[config.mk]
export PLATFORM = sky130hd
export DESIGN_NAME = rotary_encoder_with_button
export DESIGN_NICKNAME = d
export VERILOG_FILES = /design/src/design/rotenc_pkg.sv /design/src/design/rotary_encoder_with_button.sv /design/src/design/rotenc_csr.sv /design/src/design/rotenc_core.sv
export VERILOG_INCLUDE_DIRS = /design/src /design/src/design
export SDC_FILE = /design/constraint.sdc
export NUM_CORES = 1
export LEC_CHECK = 0
export BUFFER_PORTS_ARGS = -buffer_cell sky130_fd_sc_hd__buf_2
export CORE_UTILIZATION = 66
export DETAILED_ROUTE_END_ITERATION = 7
export PLACE_DENSITY_LB_ADDON = 0.1
export SYNTH_ARGS = -nofsm -noshare
export SYNTH_HDL_FRONTEND = slang
export SYNTH_HIERARCHICAL = 1
export SYNTH_SLANG_ARGS = --single-unit
[constraint.sdc]
create_clock -name clock -period 11.9 [get_ports clock]
set_clock_uncertainty 0.2 [all_clocks]
set_input_delay 2.38 -clock clock [delete_from_list [all_inputs] [get_ports clock]]
set_output_delay 2.38 -clock clock [all_outputs]
set_load 0.03 [all_outputs]
[src/design/assert_macros.svh]
// Assertion macros shared by the rotary encoder RTL.
`ifndef ASSERT_MACROS_SVH
`define ASSERT_MACROS_SVH

// Clocked property, checked outside reset.
`define ASSERT_PROP(lbl, clk, rst, prop, msg) \
   lbl: assert property (@(posedge clk) disable iff (rst) (prop)) else $error(msg);

// Condition that must never be true outside reset.
`define ASSERT_NEVER(lbl, clk, rst, cond, msg) \
   lbl: assert property (@(posedge clk) disable iff (rst) !(cond)) else $error(msg);

`endif

[src/design/rotenc_pkg.sv]
// Types, register codes and reset values for the rotary encoder block.
package rotenc_pkg;

   localparam int CountWidth = 16;
   localparam int TimeWidth  = 32;
   localparam int LoadWidth  = 8;
   localparam int CsrIdxW    = 3;
   localparam int CsrDataW   = 16;

   // Configuration register indexes
   localparam logic [CsrIdxW-1:0] CSR_MIN_COUNT     = 3'd0;
   localparam logic [CsrIdxW-1:0] CSR_MAX_COUNT     = 3'd1;
   localparam logic [CsrIdxW-1:0] CSR_DEBOUNCE_MS   = 3'd2;
   localparam logic [CsrIdxW-1:0] CSR_COUNT_ENABLE  = 3'd3;
   localparam logic [CsrIdxW-1:0] CSR_BUTTON_ENABLE = 3'd4;
   localparam logic [CsrIdxW-1:0] CSR_INITIAL_COUNT = 3'd5;

   // Reset values
   localparam logic signed [CountWidth-1:0] MIN_COUNT_RST     = 16'sd0;
   localparam logic signed [CountWidth-1:0] MAX_COUNT_RST     = 16'sd100;
   localparam logic [CsrDataW-1:0]          DEBOUNCE_MS_RST   = 16'd50;
   localparam logic                         COUNT_ENABLE_RST  = 1'b1;
   localparam logic                         BUTTON_ENABLE_RST = 1'b1;
   localparam logic signed [CountWidth-1:0] INITIAL_COUNT_RST = 16'sd0;

   // Item commands
   localparam logic CMD_SAMPLE = 1'b0;
   localparam logic CMD_LOAD   = 1'b1;

   typedef struct packed {
      logic                  command;
      logic                  clock_level;
      logic                  direction_level;
      logic                  button_level;
      logic [TimeWidth-1:0]  now_ms;
      logic [LoadWidth-1:0]  load_value;
   } req_type;

   typedef struct packed {
      logic                         turn_right;
      logic                         turn_left;
      logic                         button_press;
      logic signed [CountWidth-1:0] position;
      logic                         last_direction;
   } rsp_type;

   // Configuration seen by the decode core
   typedef struct packed {
      logic signed [CountWidth-1:0] min_count;
      logic signed [CountWidth-1:0] max_count;
      logic [CsrDataW-1:0]          debounce_ms;
      logic                         count_enable;
      logic                         button_enable;
      logic                         pos_load;
      logic signed [CountWidth-1:0] pos_load_value;
   } cfg_type;

endpackage

[src/design/rotary_encoder_with_button.sv]
// Rotary encoder decoder with push button debounce: top level and pipeline.
// One transaction is taken every clock cycle while req_stall is low. Each result passes
// through the input register and then the result register before rsp_valid rises. rsp_stall
// holds the result register while the input register still takes one more item.
// Every transaction gives exactly one result. A load command sets the position to
// load_value; a sample detects clock-pin rising edges as detents and debounces the
// button on the supplied millisecond timestamps. Writing initial_count also sets
// the position. csr_ready is always high; configure only while the block is idle.
`include "assert_macros.svh"

module rotary_encoder_with_button (
   input  logic                            clock,
   input  logic                            reset,
   input  logic                            req_valid,
   output logic                            req_stall,
   input  rotenc_pkg::req_type             req_data,
   output logic                            rsp_valid,
   input  logic                            rsp_stall,
   output rotenc_pkg::rsp_type             rsp_data,
   input  logic                            csr_valid,
   output logic                            csr_ready,
   input  logic [rotenc_pkg::CsrIdxW-1:0]  csr_index,
   input  logic [rotenc_pkg::CsrDataW-1:0] csr_data
);
   import rotenc_pkg::*;

   cfg_type cfg;
   logic    s1_valid_ff, s1_valid_in;
   req_type s1_data_ff;
   logic    rsp_valid_ff, rsp_valid_in;
   rsp_type rsp_data_ff;
   rsp_type result;
   logic    out_free;
   logic    fire;

   rotenc_csr u_csr (
      .clock     (clock),
      .reset     (reset),
      .csr_valid (csr_valid),
      .csr_ready (csr_ready),
      .csr_index (csr_index),
      .csr_data  (csr_data),
      .cfg       (cfg)
   );

   rotenc_core u_core (
      .clock  (clock),
      .reset  (reset),
      .cfg    (cfg),
      .fire   (fire),
      .item   (s1_data_ff),
      .result (result)
   );

   // Handshake control
   always_comb begin
      out_free     = !rsp_valid_ff || !rsp_stall;
      fire         = s1_valid_ff && out_free;
      req_stall    = s1_valid_ff && !out_free;
      s1_valid_in  = req_stall ? s1_valid_ff : req_valid;
      rsp_valid_in = out_free ? s1_valid_ff : rsp_valid_ff;
   end

   // Valid bits
   always_ff @(posedge clock) begin
      if (reset) begin
         s1_valid_ff  <= 1'b0;
         rsp_valid_ff <= 1'b0;
      end else begin
         s1_valid_ff  <= s1_valid_in;
         rsp_valid_ff <= rsp_valid_in;
      end
   end

   // Payload registers
   always_ff @(posedge clock) begin
      if (req_valid && !req_stall) begin
         s1_data_ff <= req_data;
      end
      if (fire) begin
         rsp_data_ff <= result;
      end
   end

   assign rsp_valid = rsp_valid_ff;
   assign rsp_data  = rsp_data_ff;

   `ASSERT_NEVER(a_turn_excl, clock, reset, rsp_valid && rsp_data.turn_right && rsp_data.turn_left, "left and right detent in one result")
   `ASSERT_PROP(a_no_drop, clock, reset, s1_valid_ff && !rsp_valid_ff |=> rsp_valid_ff, "transaction lost between input and result register")

endmodule

[src/design/rotenc_csr.sv]
// Configuration registers of the rotary encoder block.
module rotenc_csr (
   input  logic                            clock,
   input  logic                            reset,
   input  logic                            csr_valid,
   output logic                            csr_ready,
   input  logic [rotenc_pkg::CsrIdxW-1:0]  csr_index,
   input  logic [rotenc_pkg::CsrDataW-1:0] csr_data,
   output rotenc_pkg::cfg_type             cfg
);
   import rotenc_pkg::*;

   logic signed [CountWidth-1:0] min_count_ff;
   logic signed [CountWidth-1:0] max_count_ff;
   logic [CsrDataW-1:0]          debounce_ff;
   logic                         count_en_ff;
   logic                         button_en_ff;
   logic                         wr;

   assign csr_ready = 1'b1;
   assign wr        = csr_valid && csr_ready;

   // Register file; unknown indexes are dropped
   always_ff @(posedge clock) begin
      if (reset) begin
         min_count_ff <= MIN_COUNT_RST;
         max_count_ff <= MAX_COUNT_RST;
         debounce_ff  <= DEBOUNCE_MS_RST;
         count_en_ff  <= COUNT_ENABLE_RST;
         button_en_ff <= BUTTON_ENABLE_RST;
      end else if (wr) begin
         case (csr_index)
            CSR_MIN_COUNT:     min_count_ff <= csr_data;
            CSR_MAX_COUNT:     max_count_ff <= csr_data;
            CSR_DEBOUNCE_MS:   debounce_ff  <= csr_data;
            CSR_COUNT_ENABLE:  count_en_ff  <= csr_data[0];
            CSR_BUTTON_ENABLE: button_en_ff <= csr_data[0];
            default: ;
         endcase
      end
   end

   // Initial count write loads the position counter at once
   always_comb begin
      cfg.min_count      = min_count_ff;
      cfg.max_count      = max_count_ff;
      cfg.debounce_ms    = debounce_ff;
      cfg.count_enable   = count_en_ff;
      cfg.button_enable  = button_en_ff;
      cfg.pos_load       = wr && (csr_index == CSR_INITIAL_COUNT);
      cfg.pos_load_value = csr_data;
   end

endmodule

[src/design/rotenc_core.sv]
// Decode core: encoder edge detect, position counter and button debounce.
`include "assert_macros.svh"

module rotenc_core (
   input  logic                clock,
   input  logic                reset,
   input  rotenc_pkg::cfg_type cfg,
   input  logic                fire,
   input  rotenc_pkg::req_type item,
   output rotenc_pkg::rsp_type result
);
   import rotenc_pkg::*;

   logic                         prev_clk_ff, prev_clk_in;
   logic                         prev_btn_ff, prev_btn_in;
   logic                         press_reported_ff, press_reported_in;
   logic [TimeWidth-1:0]         change_time_ff, change_time_in;
   logic signed [CountWidth-1:0] pos_ff, pos_in;
   logic                         dir_flag_ff, dir_flag_in;

   logic                         btn_changed;
   logic                         rise;
   logic                         right;
   logic                         left;
   logic                         press;
   logic [TimeWidth-1:0]         elapsed;

   // Next state and result for the transaction at hand
   always_comb begin
      prev_clk_in       = prev_clk_ff;
      prev_btn_in       = prev_btn_ff;
      press_reported_in = press_reported_ff;
      change_time_in    = change_time_ff;
      pos_in            = pos_ff;
      dir_flag_in       = dir_flag_ff;
      right             = 1'b0;
      left              = 1'b0;
      press             = 1'b0;
      btn_changed       = item.button_level != prev_btn_ff;
      rise              = item.clock_level && !prev_clk_ff;
      elapsed           = '0;

      if (item.command == CMD_LOAD) begin
         pos_in = {{(CountWidth-LoadWidth){1'b0}}, item.load_value};
      end else begin
         // button debounce, ahead of rotation
         if (btn_changed) begin
            change_time_in    = item.now_ms;
            press_reported_in = 1'b0;
         end
         elapsed = item.now_ms - change_time_in;
         press   = cfg.button_enable && item.button_level && !press_reported_in
                   && (elapsed > {{(TimeWidth-CsrDataW){1'b0}}, cfg.debounce_ms});
         if (press) begin
            press_reported_in = 1'b1;
         end
         prev_btn_in = item.button_level;

         // rotation: detent on rising clock pin
         right = rise && !item.direction_level;
         left  = rise && item.direction_level;
         if (rise) begin
            dir_flag_in = !item.direction_level;
         end
         if (right && cfg.count_enable && (pos_ff < cfg.max_count)) begin
            pos_in = pos_ff + 16'sd1;
         end else if (left && cfg.count_enable && (pos_ff > cfg.min_count)) begin
            pos_in = pos_ff - 16'sd1;
         end
         prev_clk_in = item.clock_level;
      end

      result.turn_right     = right;
      result.turn_left      = left;
      result.button_press   = press;
      result.position       = pos_in;
      result.last_direction = dir_flag_in;
   end

   // State registers
   always_ff @(posedge clock) begin
      if (reset) begin
         prev_clk_ff       <= 1'b0;
         prev_btn_ff       <= 1'b0;
         press_reported_ff <= 1'b0;
         change_time_ff    <= '0;
         pos_ff            <= INITIAL_COUNT_RST;
         dir_flag_ff       <= 1'b0;
      end else if (cfg.pos_load) begin
         pos_ff <= cfg.pos_load_value;
      end else if (fire) begin
         prev_clk_ff       <= prev_clk_in;
         prev_btn_ff       <= prev_btn_in;
         press_reported_ff <= press_reported_in;
         change_time_ff    <= change_time_in;
         pos_ff            <= pos_in;
         dir_flag_ff       <= dir_flag_in;
      end
   end

   `ASSERT_PROP(a_count_frozen, clock, reset, fire && (item.command == CMD_SAMPLE) && !cfg.count_enable && !cfg.pos_load |=> pos_ff == $past(pos_ff), "position moved while counting disabled")
   `ASSERT_PROP(a_one_shot_armed, clock, reset, fire && !cfg.pos_load && result.button_press |=> press_reported_ff, "press reported without arming one-shot")

endmodule
==> results.toml <==
[outcome]
run_status = "completed"

[placed_design]
dp_hpwl_mm = 19.6
dp.cells = 1477
place_congestion = 0.925
placedInstanceArea_sq_mm = 0.0114
portBuffers = 89

[clock_tree]
cts_buffer_depth = 2
cts_setup_buffers = 0
cts_tree = "done"
clk-insertion-delay-late_ns = 0.43
numCtsBuffers = 17
clk_pin_slew_ns = 0.07
cts_resized = 0
clock_tree.root_cell = "clkbuf_16"
cts_hold_buf = 0
htreeDepth = 4
clock_sinks = 168

[setup_path]
startpoint_type = "flop"
cp-end-kind = "flop"
timing.rr.end = "rsp_data[17]"
crit_required_ns = 11.82
crit_type = "flop to flop"
critPathMaxFanout = 28
ff2ff_setup_slack_ns = 5.48
r2r-start = "s1_data_ff[40]"
arrival_ns = 6.34
ff2ff_path_depth = 23

[power_and_ir_drop]
ir_drop_mv = 0.129
power_density_mw_per_mm2 = 130
leakage_nw = 4.82

[worst_hold_path]
min_path_cells = 2
hold_class = "flop to flop"
whs_endpoint = "u_core/change_time_ff[28]"
min_from = "u_core/change_time_ff[28]"

[sta]
timing.fmax_mhz = 156
layout_min_cycle_time_ns = 6.42
hold_viol = 0
drv_slew = 0
rsz0062_at_grt = "false"
relSlewSlack_pct = 25.7
period_share_pct = 53.9
finalSetupTns_ns = 0
setup_viol = 0
tightest_slew_ns = 1.11

[global_route]
grt_pass1_wl_mm = 43.0
grt_util_all_layers_pct = 32.8
grt_max_degree = 119
grt-ovfl-total = 0
antenna_found_initial = 0
grt_pass1_vias = 8673

[route]
drc_errors = 0
ant_nets = 0
vias = 9367
wl_mm = 27.6
via_per_inst = 6.21
drt_iter0_drc = 827
first_pass_iters = 6
avgRoutedWirePerCell_um = 18.3

[layout]
nNetsFinal = 1418
layout_commonest_cell = "nand2_1"
syn2layout_area_growth_pct = 8.67
drive_gt1_share_pct = 12.3
final_cell_area_sq_mm = 0.0119
layout_common_cells = "129 x nand2_1, 104 x dfxtp_1, 93 x a21oi_1"
num_antenna_cells = 0
final_cells = 1509

[floorplanning]
initial_utilization_pct = 68.4
core_sq_mm = 0.0161
die_area_sq_mm = 0.0172
die_y_um = 131
rows = 46
ios = 91
die_w_um = 131

[synth]
async_flop_share_pct = 0
yosys_warnings = 6
ys_ff_latch = 168
syn_avg_cell_area_sq_um = 8.77
yosysUniqueCellTypes = 80
syn_nets = 1390
netlist_area_sq_mm = 0.0110
synth-edff-count = 64
synthCells = 1252
synth_seq_area_share_pct = 36.5
yosys_most_used_dff = "dfxtp_1"

[job]
max-cap-violations = 0
worst max-delay path, cell delays in order, from the launching register on:
cell and delay (ns):
edfxtp_1 0.52, xnor2_2 0.16, buf_4 0.29, nand2_1 0.11, o21ai_0 0.11, ha_1 0.23, inv_1 0.08, ha_1 0.18
a21oi_1 0.24, o22ai_2 0.15, o22ai_1 0.28, nand2_1 0.31, a21o_1 0.26, a21oi_1 0.17, xnor2_1 0.09, ha_1 0.30
nand4_1 0.11, or2_2 0.32, or4_1 0.56, a2111oi_0 0.64, nand4_1 0.16, a2111oi_0 0.32, and4_1 0.27, nor3_1 0.06
registers in the layout, summed over array words and instances, names as in the netlist:
register,count
u_core/pos_ff,16
u_csr/button_en_ff,1
rsp_valid,1
rsp_data,20
u_core/change_time_ff,32
u_csr/max_count_ff,16
u_core/prev_clk_ff,1
u_csr/count_en_ff,1
u_csr/debounce_ff,16
u_core/dir_flag_ff,1
u_core/prev_btn_ff,1
u_csr/min_count_ff,16
u_core/press_reported_ff,1
s1_data_ff,44
s1_valid_ff,1
cell type report:
cell class	instances	area [sq um]
sequential	168	4000
fill	1259	4130
inverter	73	274
tap	216	270
multi-input combinational	924	6310
timing repair buffer	96	498
clock inverter	14	146
clock buffer	18	429
cell families (layout without fill, tap and decap cells):
kind of cell	after synthesis	after routing	share of synthesized area, %
buf+inv	160	201	6.52
mux	89	89	8.19
compound gates	292	292	16.9
other cells	1	1	0.0342
fa+ha+maj	72	72	8.16
flops	168	168	36.5
xor+xnor	42	42	3.35
simple gates	428	428	20.4
worst max-delay path by stage:
stage	slack, ns	startpoint	endpoint
6_report	5.48	s1_data_ff[40]	rsp_data[17]
4_1_cts	5.56	s1_data_ff[40]	rsp_data[17]
3_5_place_dp	5.60	s1_data_ff[40]	rsp_data[17]
2_1_floorplan	5.81	s1_data_ff[40]	rsp_data[17]
5_1_grt	5.17	s1_data_ff[40]	rsp_data[17]
3_3_place_gp	5.77	s1_data_ff[40]	rsp_data[17]
report_power, final:
group	leakage, nW	total (W)	switching, W	internal, W
logic	3.09	0.000344	0.000205	0.000139
registers	1.46	0.000651	0.0000278	0.000623
clock network	0.272	0.000553	0.000242	0.000311
total	4.82	0.00155	0.000475	0.00107
cell usage after synthesis, drive strengths merged, types with 4 or more instances:
master	n	share of area, %
nand2	129	4.4
dfxtp	104	19
a21oi	94	4.3
mux2i	82	7.5
nor2	74	2.6
inv	72	2.5
nand2b	71	4.0
ha	70	8.0
edfxtp	64	18
o21ai	64	2.9
clkbuf	51	1.7
buf	36	2.3
xnor2	24	1.9
a21o	22	1.5
nand4	19	1.1
nor3	19	0.87
o21a	18	1.2
xor2	18	1.4
and3	17	0.97
nand3	17	0.82
nor2b	15	0.85
or3	14	0.80
a31oi	12	0.68
o211ai	12	0.82
a2111oi	10	0.85
or4	10	0.68
and2	9	0.51
o22ai	8	0.51
mux2	7	0.72
or2	7	0.40
a211oi	6	0.41
nor4	5	0.28
o2111ai	5	0.40
o41ai	5	0.47
a21boi	4	0.27
and4	4	0.32
o32ai	4	0.32
metal layers:
layer | vias up | share of wire (%) | track usage (%)
li1 | 4511 | - | -
met1 | 4458 | 47 | 46.2
met2 | 371 | 44 | 51.9
met3 | 27 | 7.7 | 6.56
met4 | 0 | 1.2 | 7.37
met5 | - | 0 | 0
stage by stage:
step,total power [W],setup WS (ns),util (%),hold WS [ns]
floorplan,0.000912,5.81,-,0.236
global placement,0.000991,5.77,70.7,0.241
detailed placement,0.000997,5.60,70.7,0.251
CTS,0.00155,5.56,74.3,0.260
global route,0.00161,5.17,74.3,0.276
finish,0.00155,5.48,74.3,0.260
Note: power is estimated with default switching activity, not from simulation.
